===== src/mlh_pkg.sv =====
// ----------------------------------------------------------------------------
// mlh_pkg
// shared types and constants of the case-folding murmur2 hash unit
// ----------------------------------------------------------------------------
package mlh_pkg;

    localparam int LENGTH_BITS = 16;

    localparam logic [31:0] MIX_MUL    = 32'h5bd1e995;
    localparam int          MIX_SHIFT  = 24;
    localparam int          FIN_SHIFT_A = 13;
    localparam int          FIN_SHIFT_B = 15;
    localparam logic [31:0] SEED_RESET = 32'h31415926;

    localparam int OQ_DEPTH = 4;
    localparam int OQ_PTR_W = $clog2(OQ_DEPTH);
    localparam int OQ_CNT_W = $clog2(OQ_DEPTH + 1);

    typedef struct packed {
        logic [7:0]  data_byte;
        logic        first_byte;
        logic        last_byte;
        logic [15:0] message_length;
    } in_item_t;

    typedef struct packed {
        logic [31:0] hash_value;
        logic        length_mismatch;
    } out_item_t;

    // one hash operation handed from front to back
    typedef struct packed {
        logic        start;
        logic        mix;
        logic        fin;
        logic        has_tail;
        logic        mismatch;
        logic [31:0] start_val;
        logic [31:0] data;
    } op_t;

endpackage


===== src/murmur2_lowercase_hash_unit.sv =====
// ----------------------------------------------------------------------------
// murmur2_lowercase_hash_unit
// case-folding 32-bit murmur2 hash over a byte stream, one message at a time
// ----------------------------------------------------------------------------
// throughput: one byte per cycle within a message while the op queue has room;
//   the back end runs each full word through MIX1-MIX3 and each finish
//   through TAIL-FIN2 on its shared 32x32 multiplier, so short messages
//   fill the 4-entry op queue, and a last byte's result waits behind any
//   backlog there as well as for a free result slot in FIN2
// reset: seed returns to 0x31415926, message state and queues clear at once
module murmur2_lowercase_hash_unit
(
    input  logic                clk,
    input  logic                rst_n,
    input  logic                push,
    output logic                full,
    input  mlh_pkg::in_item_t   in_item,
    output logic                empty,
    input  logic                pop,
    output mlh_pkg::out_item_t  result,
    input  logic                hash_seed_we,
    input  logic [31:0]         hash_seed_wdata
);
    import mlh_pkg::*;

    logic op_push;
    logic op_full;
    op_t  op_word;
    logic q_pop;
    logic q_empty;
    op_t  q_head;

    mlh_front u_front
    (
        .clk             (clk),
        .rst_n           (rst_n),
        .push            (push),
        .full            (full),
        .in_item         (in_item),
        .hash_seed_we    (hash_seed_we),
        .hash_seed_wdata (hash_seed_wdata),
        .op_push         (op_push),
        .op_word         (op_word),
        .op_full         (op_full)
    );

    mlh_op_queue u_queue
    (
        .clk    (clk),
        .rst_n  (rst_n),
        .push   (op_push),
        .op_in  (op_word),
        .full   (op_full),
        .pop    (q_pop),
        .op_out (q_head),
        .empty  (q_empty)
    );

    mlh_back u_back
    (
        .clk     (clk),
        .rst_n   (rst_n),
        .q_empty (q_empty),
        .q_head  (q_head),
        .q_pop   (q_pop),
        .empty   (empty),
        .pop     (pop),
        .result  (result)
    );

endmodule


===== src/mlh_front.sv =====
// ----------------------------------------------------------------------------
// mlh_front
// takes bytes, folds case, packs words, tracks length, issues hash operations
// ----------------------------------------------------------------------------
module mlh_front
(
    input  logic              clk,
    input  logic              rst_n,
    input  logic              push,
    output logic              full,
    input  mlh_pkg::in_item_t in_item,
    input  logic              hash_seed_we,
    input  logic [31:0]       hash_seed_wdata,
    output logic              op_push,
    output mlh_pkg::op_t      op_word,
    input  logic              op_full
);
    import mlh_pkg::*;

    logic [31:0]            seed_reg;
    logic [23:0]            pend_reg,  pend_next;
    logic [1:0]             lane_reg,  lane_next;
    logic [LENGTH_BITS-1:0] cnt_reg,   cnt_next;
    logic [LENGTH_BITS-1:0] decl_reg,  decl_next;
    logic                   over_reg,  over_next;

    logic                   accept;
    logic [7:0]             b;
    logic [LENGTH_BITS-1:0] len;
    logic                   skip;
    logic [23:0]            pend_b;
    logic [1:0]             lane_b;
    logic [LENGTH_BITS-1:0] cnt_b;
    logic                   over_b;
    logic                   mix;

    assign full   = op_full;
    assign accept = push && !op_full;
    assign len    = LENGTH_BITS'(in_item.message_length);

    // A-Z folded to a-z
    always_comb
    begin
        b = in_item.data_byte;
        if (in_item.data_byte >= 8'h41 && in_item.data_byte <= 8'h5a)
            b = in_item.data_byte + 8'd32;
    end

    always_comb
    begin
        pend_b = in_item.first_byte ? 24'd0 : pend_reg;
        lane_b = in_item.first_byte ? 2'd0 : lane_reg;
        cnt_b  = in_item.first_byte ? '0 : cnt_reg;
        over_b = in_item.first_byte ? 1'b0 : over_reg;
        decl_next = in_item.first_byte ? len : decl_reg;
        skip   = in_item.first_byte && (len == '0);

        pend_next = pend_b;
        lane_next = lane_b;
        cnt_next  = cnt_b;
        over_next = over_b;
        mix       = 1'b0;
        op_word.data = {8'd0, pend_b};

        if (!skip)
        begin
            if (lane_b == 2'd3)
            begin
                mix          = 1'b1;
                op_word.data = {b, pend_b};
                pend_next    = 24'd0;
                lane_next    = 2'd0;
            end
            else
            begin
                case (lane_b)
                    2'd0:    pend_next[7:0]   = b;
                    2'd1:    pend_next[15:8]  = b;
                    2'd2:    pend_next[23:16] = b;
                    default: pend_next        = pend_b;
                endcase
                lane_next = lane_b + 2'd1;
            end
            if (cnt_b == {LENGTH_BITS{1'b1}})
                over_next = 1'b1;
            else
                cnt_next = cnt_b + 1'b1;
        end

        if (!mix)
            op_word.data = {8'd0, pend_next};
        op_word.start     = in_item.first_byte;
        op_word.mix       = mix;
        op_word.fin       = in_item.last_byte;
        op_word.has_tail  = (lane_next != 2'd0);
        op_word.mismatch  = over_next || (cnt_next != decl_next);
        op_word.start_val = seed_reg ^ 32'(len);

        // message state returns to reset after the last byte
        if (in_item.last_byte)
        begin
            pend_next = 24'd0;
            lane_next = 2'd0;
            cnt_next  = '0;
            over_next = 1'b0;
            decl_next = '0;
        end
    end

    assign op_push = accept && (in_item.first_byte || mix || in_item.last_byte);

    always_ff @(posedge clk or negedge rst_n)
    begin
        if (!rst_n)
        begin
            seed_reg <= SEED_RESET;
            pend_reg <= 24'd0;
            lane_reg <= 2'd0;
            cnt_reg  <= '0;
            decl_reg <= '0;
            over_reg <= 1'b0;
        end
        else
        begin
            if (hash_seed_we)
                seed_reg <= hash_seed_wdata;
            if (accept)
            begin
                pend_reg <= pend_next;
                lane_reg <= lane_next;
                cnt_reg  <= cnt_next;
                decl_reg <= decl_next;
                over_reg <= over_next;
            end
        end
    end

endmodule


===== src/mlh_op_queue.sv =====
// ----------------------------------------------------------------------------
// mlh_op_queue
// short fifo of hash operations between front and back
// ----------------------------------------------------------------------------
module mlh_op_queue
(
    input  logic         clk,
    input  logic         rst_n,
    input  logic         push,
    input  mlh_pkg::op_t op_in,
    output logic         full,
    input  logic         pop,
    output mlh_pkg::op_t op_out,
    output logic         empty
);
    import mlh_pkg::*;

    op_t                ent_reg [OQ_DEPTH];
    logic [OQ_PTR_W-1:0] wr_ptr_reg, wr_ptr_next;
    logic [OQ_PTR_W-1:0] rd_ptr_reg, rd_ptr_next;
    logic [OQ_CNT_W-1:0] cnt_reg,    cnt_next;
    logic                do_push;
    logic                do_pop;

    assign full    = (cnt_reg == OQ_CNT_W'(OQ_DEPTH));
    assign empty   = (cnt_reg == '0);
    assign do_push = push && !full;
    assign do_pop  = pop && !empty;
    assign op_out  = ent_reg[rd_ptr_reg];

    always_comb
    begin
        wr_ptr_next = wr_ptr_reg;
        rd_ptr_next = rd_ptr_reg;
        cnt_next    = cnt_reg;
        if (do_push)
            wr_ptr_next = (wr_ptr_reg == OQ_PTR_W'(OQ_DEPTH - 1)) ? '0 : wr_ptr_reg + 1'b1;
        if (do_pop)
            rd_ptr_next = (rd_ptr_reg == OQ_PTR_W'(OQ_DEPTH - 1)) ? '0 : rd_ptr_reg + 1'b1;
        if (do_push && !do_pop)
            cnt_next = cnt_reg + 1'b1;
        else if (do_pop && !do_push)
            cnt_next = cnt_reg - 1'b1;
    end

    always_ff @(posedge clk or negedge rst_n)
    begin
        if (!rst_n)
        begin
            wr_ptr_reg <= '0;
            rd_ptr_reg <= '0;
            cnt_reg    <= '0;
        end
        else
        begin
            wr_ptr_reg <= wr_ptr_next;
            rd_ptr_reg <= rd_ptr_next;
            cnt_reg    <= cnt_next;
        end
    end

    always_ff @(posedge clk)
    begin
        if (do_push)
            ent_reg[wr_ptr_reg] <= op_in;
    end

    a_cnt_bound: assert property (@(posedge clk) disable iff (!rst_n)
        cnt_reg <= OQ_CNT_W'(OQ_DEPTH))
        else $error("op queue count above depth");

    a_pop_nonempty: assert property (@(posedge clk) disable iff (!rst_n)
        pop |-> cnt_reg != '0)
        else $error("op queue popped while empty");

    a_push_grows: assert property (@(posedge clk) disable iff (!rst_n)
        (do_push && !do_pop) |=> cnt_reg == $past(cnt_reg) + 1'b1)
        else $error("op queue count did not grow on push");

endmodule


===== src/mlh_back.sv =====
// ----------------------------------------------------------------------------
// mlh_back
// runs hash operations through one shared multiplier and holds the result
// ----------------------------------------------------------------------------
module mlh_back
(
    input  logic                clk,
    input  logic                rst_n,
    input  logic                q_empty,
    input  mlh_pkg::op_t        q_head,
    output logic                q_pop,
    output logic                empty,
    input  logic                pop,
    output mlh_pkg::out_item_t  result
);
    import mlh_pkg::*;

    localparam logic [2:0] S_IDLE = 3'd0;
    localparam logic [2:0] S_MIX1 = 3'd1;
    localparam logic [2:0] S_MIX2 = 3'd2;
    localparam logic [2:0] S_MIX3 = 3'd3;
    localparam logic [2:0] S_TAIL = 3'd4;
    localparam logic [2:0] S_FIN1 = 3'd5;
    localparam logic [2:0] S_FIN2 = 3'd6;

    logic [2:0]  state_reg, state_next;
    logic [31:0] h_reg,     h_next;
    logic [31:0] k_reg,     k_next;
    op_t         op_reg,    op_next;
    out_item_t   res_reg,   res_next;
    logic        ov_reg,    ov_next;
    logic [31:0] mul_in;
    logic [31:0] mul_out;
    logic        slot_free;

    assign empty     = !ov_reg;
    assign result    = res_reg;
    assign q_pop     = (state_reg == S_IDLE) && !q_empty;
    assign slot_free = !ov_reg || pop;

    always_comb
    begin
        case (state_reg)
            S_MIX1:  mul_in = op_reg.data;
            S_MIX2:  mul_in = k_reg ^ (k_reg >> MIX_SHIFT);
            S_MIX3:  mul_in = h_reg;
            S_TAIL:  mul_in = h_reg ^ op_reg.data;
            S_FIN1:  mul_in = h_reg ^ (h_reg >> FIN_SHIFT_A);
            default: mul_in = h_reg;
        endcase
        mul_out = mul_in * MIX_MUL;
    end

    always_comb
    begin
        state_next = state_reg;
        h_next     = h_reg;
        k_next     = k_reg;
        op_next    = op_reg;
        res_next   = res_reg;
        ov_next    = ov_reg && !pop;
        case (state_reg)
            S_IDLE:
            begin
                if (!q_empty)
                begin
                    op_next = q_head;
                    if (q_head.start)
                        h_next = q_head.start_val;
                    if (q_head.mix)
                        state_next = S_MIX1;
                    else if (q_head.fin)
                        state_next = S_TAIL;
                end
            end
            S_MIX1:
            begin
                k_next     = mul_out;
                state_next = S_MIX2;
            end
            S_MIX2:
            begin
                k_next     = mul_out;
                state_next = S_MIX3;
            end
            S_MIX3:
            begin
                h_next     = mul_out ^ k_reg;
                state_next = op_reg.fin ? S_TAIL : S_IDLE;
            end
            S_TAIL:
            begin
                if (op_reg.has_tail)
                    h_next = mul_out;
                state_next = S_FIN1;
            end
            S_FIN1:
            begin
                h_next     = mul_out;
                state_next = S_FIN2;
            end
            S_FIN2:
            begin
                if (slot_free)
                begin
                    res_next.hash_value      = h_reg ^ (h_reg >> FIN_SHIFT_B);
                    res_next.length_mismatch = op_reg.mismatch;
                    ov_next                  = 1'b1;
                    h_next                   = 32'd0;
                    state_next               = S_IDLE;
                end
            end
            default:
            begin
                state_next = S_IDLE;
            end
        endcase
    end

    always_ff @(posedge clk or negedge rst_n)
    begin
        if (!rst_n)
        begin
            state_reg <= S_IDLE;
            h_reg     <= 32'd0;
            ov_reg    <= 1'b0;
        end
        else
        begin
            state_reg <= state_next;
            h_reg     <= h_next;
            ov_reg    <= ov_next;
        end
    end

    always_ff @(posedge clk)
    begin
        k_reg   <= k_next;
        op_reg  <= op_next;
        res_reg <= res_next;
    end

    a_finish_clears: assert property (@(posedge clk) disable iff (!rst_n)
        (state_reg == S_FIN2 && slot_free) |=> (h_reg == 32'd0 && ov_reg))
        else $error("finish did not clear hash or post result");

    a_mix_seq: assert property (@(posedge clk) disable iff (!rst_n)
        (state_reg == S_MIX1) |=> (state_reg == S_MIX2) ##1 (state_reg == S_MIX3))
        else $error("word mix sequence broken");

    a_wait_holds: assert property (@(posedge clk) disable iff (!rst_n)
        (state_reg == S_FIN2 && !slot_free) |=> (state_reg == S_FIN2 && $stable(h_reg)))
        else $error("finish left while result slot busy");

endmodule


===== config.mk =====
export PLATFORM = sky130hd
export DESIGN_NAME = murmur2_lowercase_hash_unit
export DESIGN_NICKNAME = d
export VERILOG_FILES = /design/src/mlh_pkg.sv /design/src/murmur2_lowercase_hash_unit.sv /design/src/mlh_front.sv /design/src/mlh_op_queue.sv /design/src/mlh_back.sv
export SDC_FILE = /design/constraint.sdc
export NUM_CORES = 1
export LEC_CHECK = 0
export BUFFER_PORTS_ARGS = -buffer_cell sky130_fd_sc_hd__buf_2
export CAP_MARGIN = 20
export CORE_UTILIZATION = 60
export DETAILED_ROUTE_END_ITERATION = 6
export GPL_TIMING_DRIVEN = 0
export PLACE_DENSITY = 0.88
export SLEW_MARGIN = 25
export SYNTH_ARGS = -nofsm -noshare
export SYNTH_HDL_FRONTEND = slang
export SYNTH_SLANG_ARGS = --single-unit

===== constraint.sdc =====
create_clock -name clk -period 20.4 [get_ports clk]
set_input_delay 3.06 -clock clk [delete_from_list [all_inputs] [get_ports clk]]
set_output_delay 3.06 -clock clk [all_outputs]
set_load 0.01 [all_outputs]

# ---- After elaboration in Yosys (flattened, before gate mapping)
# Memory sizes are Yosys's and may differ from the RTL's.
# Cells that the tools add are included.
dict set report classes {
  magnitude_cmp 2
  bitwise_logic 7
  reduce_logical 32
  eq_ne 19
  n_mux 47
  addsub 7
  multipliers 1
}
# op count
set ops {}
lappend ops {{$mux 32} 7}
lappend ops {{$pmux 32 s5} 1}
lappend ops {{$pmux 32 s4} 1}
lappend ops {{$mux 16} 6}
lappend ops {{$mux 24} 4}
lappend ops {{$xor 32x32->32} 2}
lappend ops {{$mul 32x31->32 const B} 1}
lappend ops {{$mux 8} 4}
lappend ops {{$xor 32x16->32} 1}
lappend ops {{$xor 32x17->32} 1}
lappend ops {{$xor 32x19->32} 1}
lappend ops {{$xor 32x8->32} 1}
lappend ops {{$mux 3} 7}
lappend ops {{$pmux 3 s7} 1}
lappend ops {{$add 16x1->16 const B} 1}
lappend ops {{$eq 16x16->1 const B} 1}
lappend ops {{$logic_not 16->1} 1}
lappend ops {{$ne 16x16->1} 1}
lappend ops {{$eq 3x3->1 const B} 4}
lappend ops {{$mux 2} 6}
lappend ops {{$logic_and 1x1->1} 10}
lappend ops {{$mux 1} 10}
lappend ops {{$add 8x6->8 const B} 1}
lappend ops {{$eq 2x2->1 const B} 4}
lappend ops {{22 further kinds} 38}
dict set report word_totals {
  register_bits 234
  output_inout_bits 35
  memories 1
  ram_bits 276
  wordCells 135
}
# name depth word_bits read_ports rd_clocked_by_memory_dff write_ports line
set mem_list {}
lappend mem_list {u_queue.ent_reg 4 69 1 0 1 mlh_op_queue.sv:18} ;# op_t ent_reg [OQ_DEPTH];

# ---- Logic depth before layout (Yosys ltp)
dict set report depth {
  depth_word 12
  depth_mapped 34
  mapped_depth_nobuf 30
}

# ---- By module
# Synthesis repeated with hierarchy kept, for this count alone.
dict set report hier_totals {
  hier_cells 2656
  hier_area_um2 32499.9
}
# module area_per_inst_um2 seq_area_each_um2 cells_per_inst n_inst
set by_module_without_submodules {}
lappend by_module_without_submodules {mlh_back 16553.4 3903.7 1664 1}
lappend by_module_without_submodules {mlh_op_queue 10378.7 8463.1 398 1}
lappend by_module_without_submodules {mlh_front 5567.8 2292.2 594 1}

# ---- Least setup slack after synthesis
# Ideal clock, no wire load.
dict set report synth_path {
  kind {reg2reg}
  startpoint {register u_back.state_reg[1]}
  endpoint {register u_back.h_reg[22]}
  arrival_time_ns 8.608
  required_ns 20.312
  setup_time_ns 0.088
  period_less_slack_ns 8.696
  path_stages_with_launch 35
  slack_ns 11.704
  cell_sequence {dfrtp_1 -> buf_6 -> buf_6 -> clkbuf_1 -> clkbuf_1 -> clkbuf_1 -> nor2_1 -> a211oi_1 -> a21oi_1 -> o21ai_0 -> fa_1 -> ha_1 -> inv_1 -> fa_1 -> inv_1 -> ha_1 -> ha_1 -> inv_1 -> fa_1 -> inv_1 -> fa_1 -> inv_1 -> fa_1 -> inv_1 -> ha_1 -> clkbuf_1 -> and3_1 -> and3_1 -> a211oi_1 -> nor2b_1 -> o31ai_1 -> nand2_1 -> xnor2_1 -> or4b_1 -> a41oi_1}
}
dict set report synth_via {
  elab_chain_len 5
  word_cells_on_any_way 18
}
# element line
set synth_lines {}
lappend synth_lines {{start, declared} mlh_back.sv:26} ;# logic [2:0] state_reg, state_next;
lappend synth_lines {{start signal, assigned} mlh_back.sv:130} ;# state_reg <= state_next;
lappend synth_lines {{$eq 3x3->1 (tied with other cells)} mlh_back.sv:43} ;# case (state_reg)
lappend synth_lines {{$pmux 32 s4 (*)} mlh_back.sv:43}
lappend synth_lines {{$mul 32x31->32 (*)} mlh_back.sv:51} ;# mul_out = mul_in * MIX_MUL;
lappend synth_lines {{named net u_back.mul_out[22]} mlh_back.sv:33} ;# logic [31:0] mul_out;
lappend synth_lines {{$mux 32 or $xor 32x32->32 (tied branches)} {mlh_back.sv:93, mlh_back.sv:88}}
lappend synth_lines {{$pmux 32 s5 (*)} mlh_back.sv:62} ;# case (state_reg)
lappend synth_lines {{end signal, assigned} mlh_back.sv:131} ;# h_reg <= h_next;
lappend synth_lines {{end, declared} mlh_back.sv:27} ;# logic [31:0] h_reg, h_next;
# Mark *: on every way through the listed nets, which the timed path passes. The rest lies on a longest branch. The select of a mux whose other input is x is not followed.
# A chain may end at the register's enable or synchronous reset.

# ---- Final worst setup path
dict set report layout_path {
  startpoint {register u_back.state_reg[2]}
  endpoint {register u_back.h_reg[25]}
}
# Same word-level chain as after synthesis.

==> impl_metrics.csv <==
group,metric,value,unit
critical_path,max_stage_delay,760,ps
floorplanning,chipHeight,233,um
timing,setup_tns,0,ps
global_routing,grt_usage,35.8,%
timing,max_freq,91.7,MHz
floorplanning,start_util,60.8,%
timing,final-setup-viol-count,0,
drt,drt_iter0_drc,2590,
synthesis,ys_async_sr_fraction,26.3,%
layout,drive_gt1_share,12.9,%
global_routing,overflow,0,
critical_path,startpoint_type,"flop",
timing,hold_slack,447,ps
floorplanning,core,0.0527,sq mm
synthesis,synth.largest_area_cell,"edfxtp_1",
timing,rsz0062_at_grt,"no",
synthesis,syn-cell-area,0.0320,sq mm
critical_path,crit_path_top_delay_cell,"o41ai_1",
synthesis,synth_top_area_share,35.3,%
place,port_buffers,96,
synthesis,synth_area_leaders,"edfxtp_1 (35%), fa_1 (11%), dfrtp_1 (9.5%)",
drt,drc,0,
critical_path,path_common_cell,"inv_1",
clocking,clockRootBuffer,"clkbuf_16",
synthesis,ys_seq_area_share,45.8,%
layout,largest_reg_flops,276,
run_status,outcome,"finished clean",
synthesis,synthesis.nets,3065,
critical_path,cp.arrival,11360,ps
drt,wl_per_cell,27.1,um
global_routing,grt_pass1_wl,142000,um
timing,final.setup_skew,20.1,ps
global_routing,first_global_vias,23200,
timing,tightest_slew,1110,ps
critical_path,critical_path_class,"reg2reg",
drt,ant_nets,0,
clocking,clock_latency,610,ps
flow_run,cap_violations,0,
layout,layout.cells.non_filler,3497,
floorplanning,boundaryPins,98,
layout,nNetsFinal,3241,
synthesis,synth.distinct_cells,85,
floorplanning,die_area,0.0543,sq mm
clocking,post_cts_buffers,0,
critical_path,path_max_fanout,10,
timing,hold_viol_final,0,
clocking,cts_tree,"built",
critical_path,critPathRequiredTime,20860,ps
floorplanning,fp.dieW,233,um
timing,min_period,10900,ps
drt,via_count,22600,
place,place_inst,3407,
synthesis,syn_avg_cell_area,12.3,sq um
layout,area_growth,10.7,%
clocking,clock_sinks,510,
drt,totalWireLength,94900,um
critical_path,endpoint_kind,"flop",
layout,layout_common_cells,"edfxtp_1 (376), inv_1 (368), ha_1 (228)",
global_routing,grt_max_degree,87,
timing,layout_setup_ws,9500,ps
layout,layout_commonest_cell,"edfxtp_1",
critical_path,cp_top_family,"adder cells",
place,dp_hpwl,70900,um
synthesis,synth_edf_count,376,
drt,drt_first_pass_iters,6,
synthesis,synth_warnings,0,
timing,drv_slew,0,
synthesis,ys_ff_latch,510,
clocking,clk_pin_slew,70,ps
clocking,cts_resized,0,
timing,max-slew-margin-rel,25.4,%
critical_path,path_buf_inv,10,
synthesis,syn-instance-count,2593,
global_routing,antenna_found_initial,1,
layout,fillers,3624,
layout,multi_input_area,0.0156,sq mm
clocking,ctsHoldBuffers,0,
drt,viasPerCell,6.46,
synthesis,synth_flop_cell,"edfxtp_1",
clocking,htreeDepth,2,
clocking,cts_buffer_depth,3,
clocking,numCtsBuffers,48,
floorplanning,num_rows,84,
place,gp_congestion,1.02,
timing,fin_crit_sh,53.4,%
layout,seqCellArea,0.0147,sq mm
hold_path,min-delay-path-class,"reg2reg",
place,dp_slack,9790,ps
per-layer routing:
metal,up-vias,GRT usage (%),routed length [um]
met3,283,6.46,8600
met5,-,0,0
met2,1359,59.0,45700
met4,0,16.0,4710
li1,9600,-,-
met1,11400,46.4,35900
cells in the mapped netlist (9+ instances only):
library cell,count
a211oi_1,31
a21o_1,37
a21oi_1,101
a221o_1,9
a221oi_1,17
a22o_1,35
a22oi_1,35
a31oi_1,13
a32o_1,15
and2_1,13
and3_1,28
buf_1,17
buf_2,10
clkbuf_1,88
dfrtp_1,122
dfstp_2,12
edfxtp_1,376
fa_1,181
ha_1,228
inv_1,369
mux2_2,36
mux2i_1,22
mux4_2,69
nand2_1,110
nand2b_1,18
nand3_1,28
nor2_1,134
nor2b_1,13
nor3_1,15
nor3b_1,11
o211ai_1,21
o21ai_0,72
o21ai_1,18
o31ai_1,22
xnor2_1,89
xor2_1,62
through the flow:
stage | cell area [sq um] | utilization [%]
after global placement | 33300 | 63.3
final | 35400 | 67.3
after global routing | 35400 | 67.3
after floorplan | 32000 | -
after CTS | 35400 | 67.3
after detailed placement | 33800 | 64.3
area by class of cell:
| class | count | share of cell area [%] |
|---|---|---|
| antenna | 1 | 0.00706 |
| inverter | 371 | 3.93 |
| tap | 688 | 2.43 |
| clock inverter | 30 | 0.943 |
| clock buffer | 59 | 3.54 |
| multi-input combinational | 1593 | 43.9 |
| buffer | 119 | 1.37 |
| timing repair buffer | 126 | 2.46 |
| sequential | 510 | 41.4 |
kinds of logic after synthesis:
logic type / share of synthesized area, %
buffers and inverters: 5.87
XOR/XNOR: 4.48
multiplexers: 6.81
flip-flops: 45.8
adder cells (fa/ha/maj): 20.2
AO/OA/AOI/OAI: 10.6
AND/OR/NAND/NOR: 6.24
path summary, 6_finish.rpt:
path / from / to / slack, ps / cells after the start
worst min register to register: u_back.h_reg[28] / u_back.result[29] / 450 / 0
worst min-delay path: u_back.h_reg[28] / u_back.result[29] / 450 / 0
worst max register to register: u_back.state_reg[2] / u_back.h_reg[25] / 9500 / 32
worst max-delay path: u_back.state_reg[2] / u_back.h_reg[25] / 9500 / 32
max in group asynchronous: rst_n / u_front.seed_reg[24] / 17130 / 2
min in group asynchronous: rst_n / u_front.pend_reg[12] / 2360 / 1
Power is left out: the tool's default activity adds up to more than one toggle a clock period on the data nets, which glitch-free logic cannot reach.
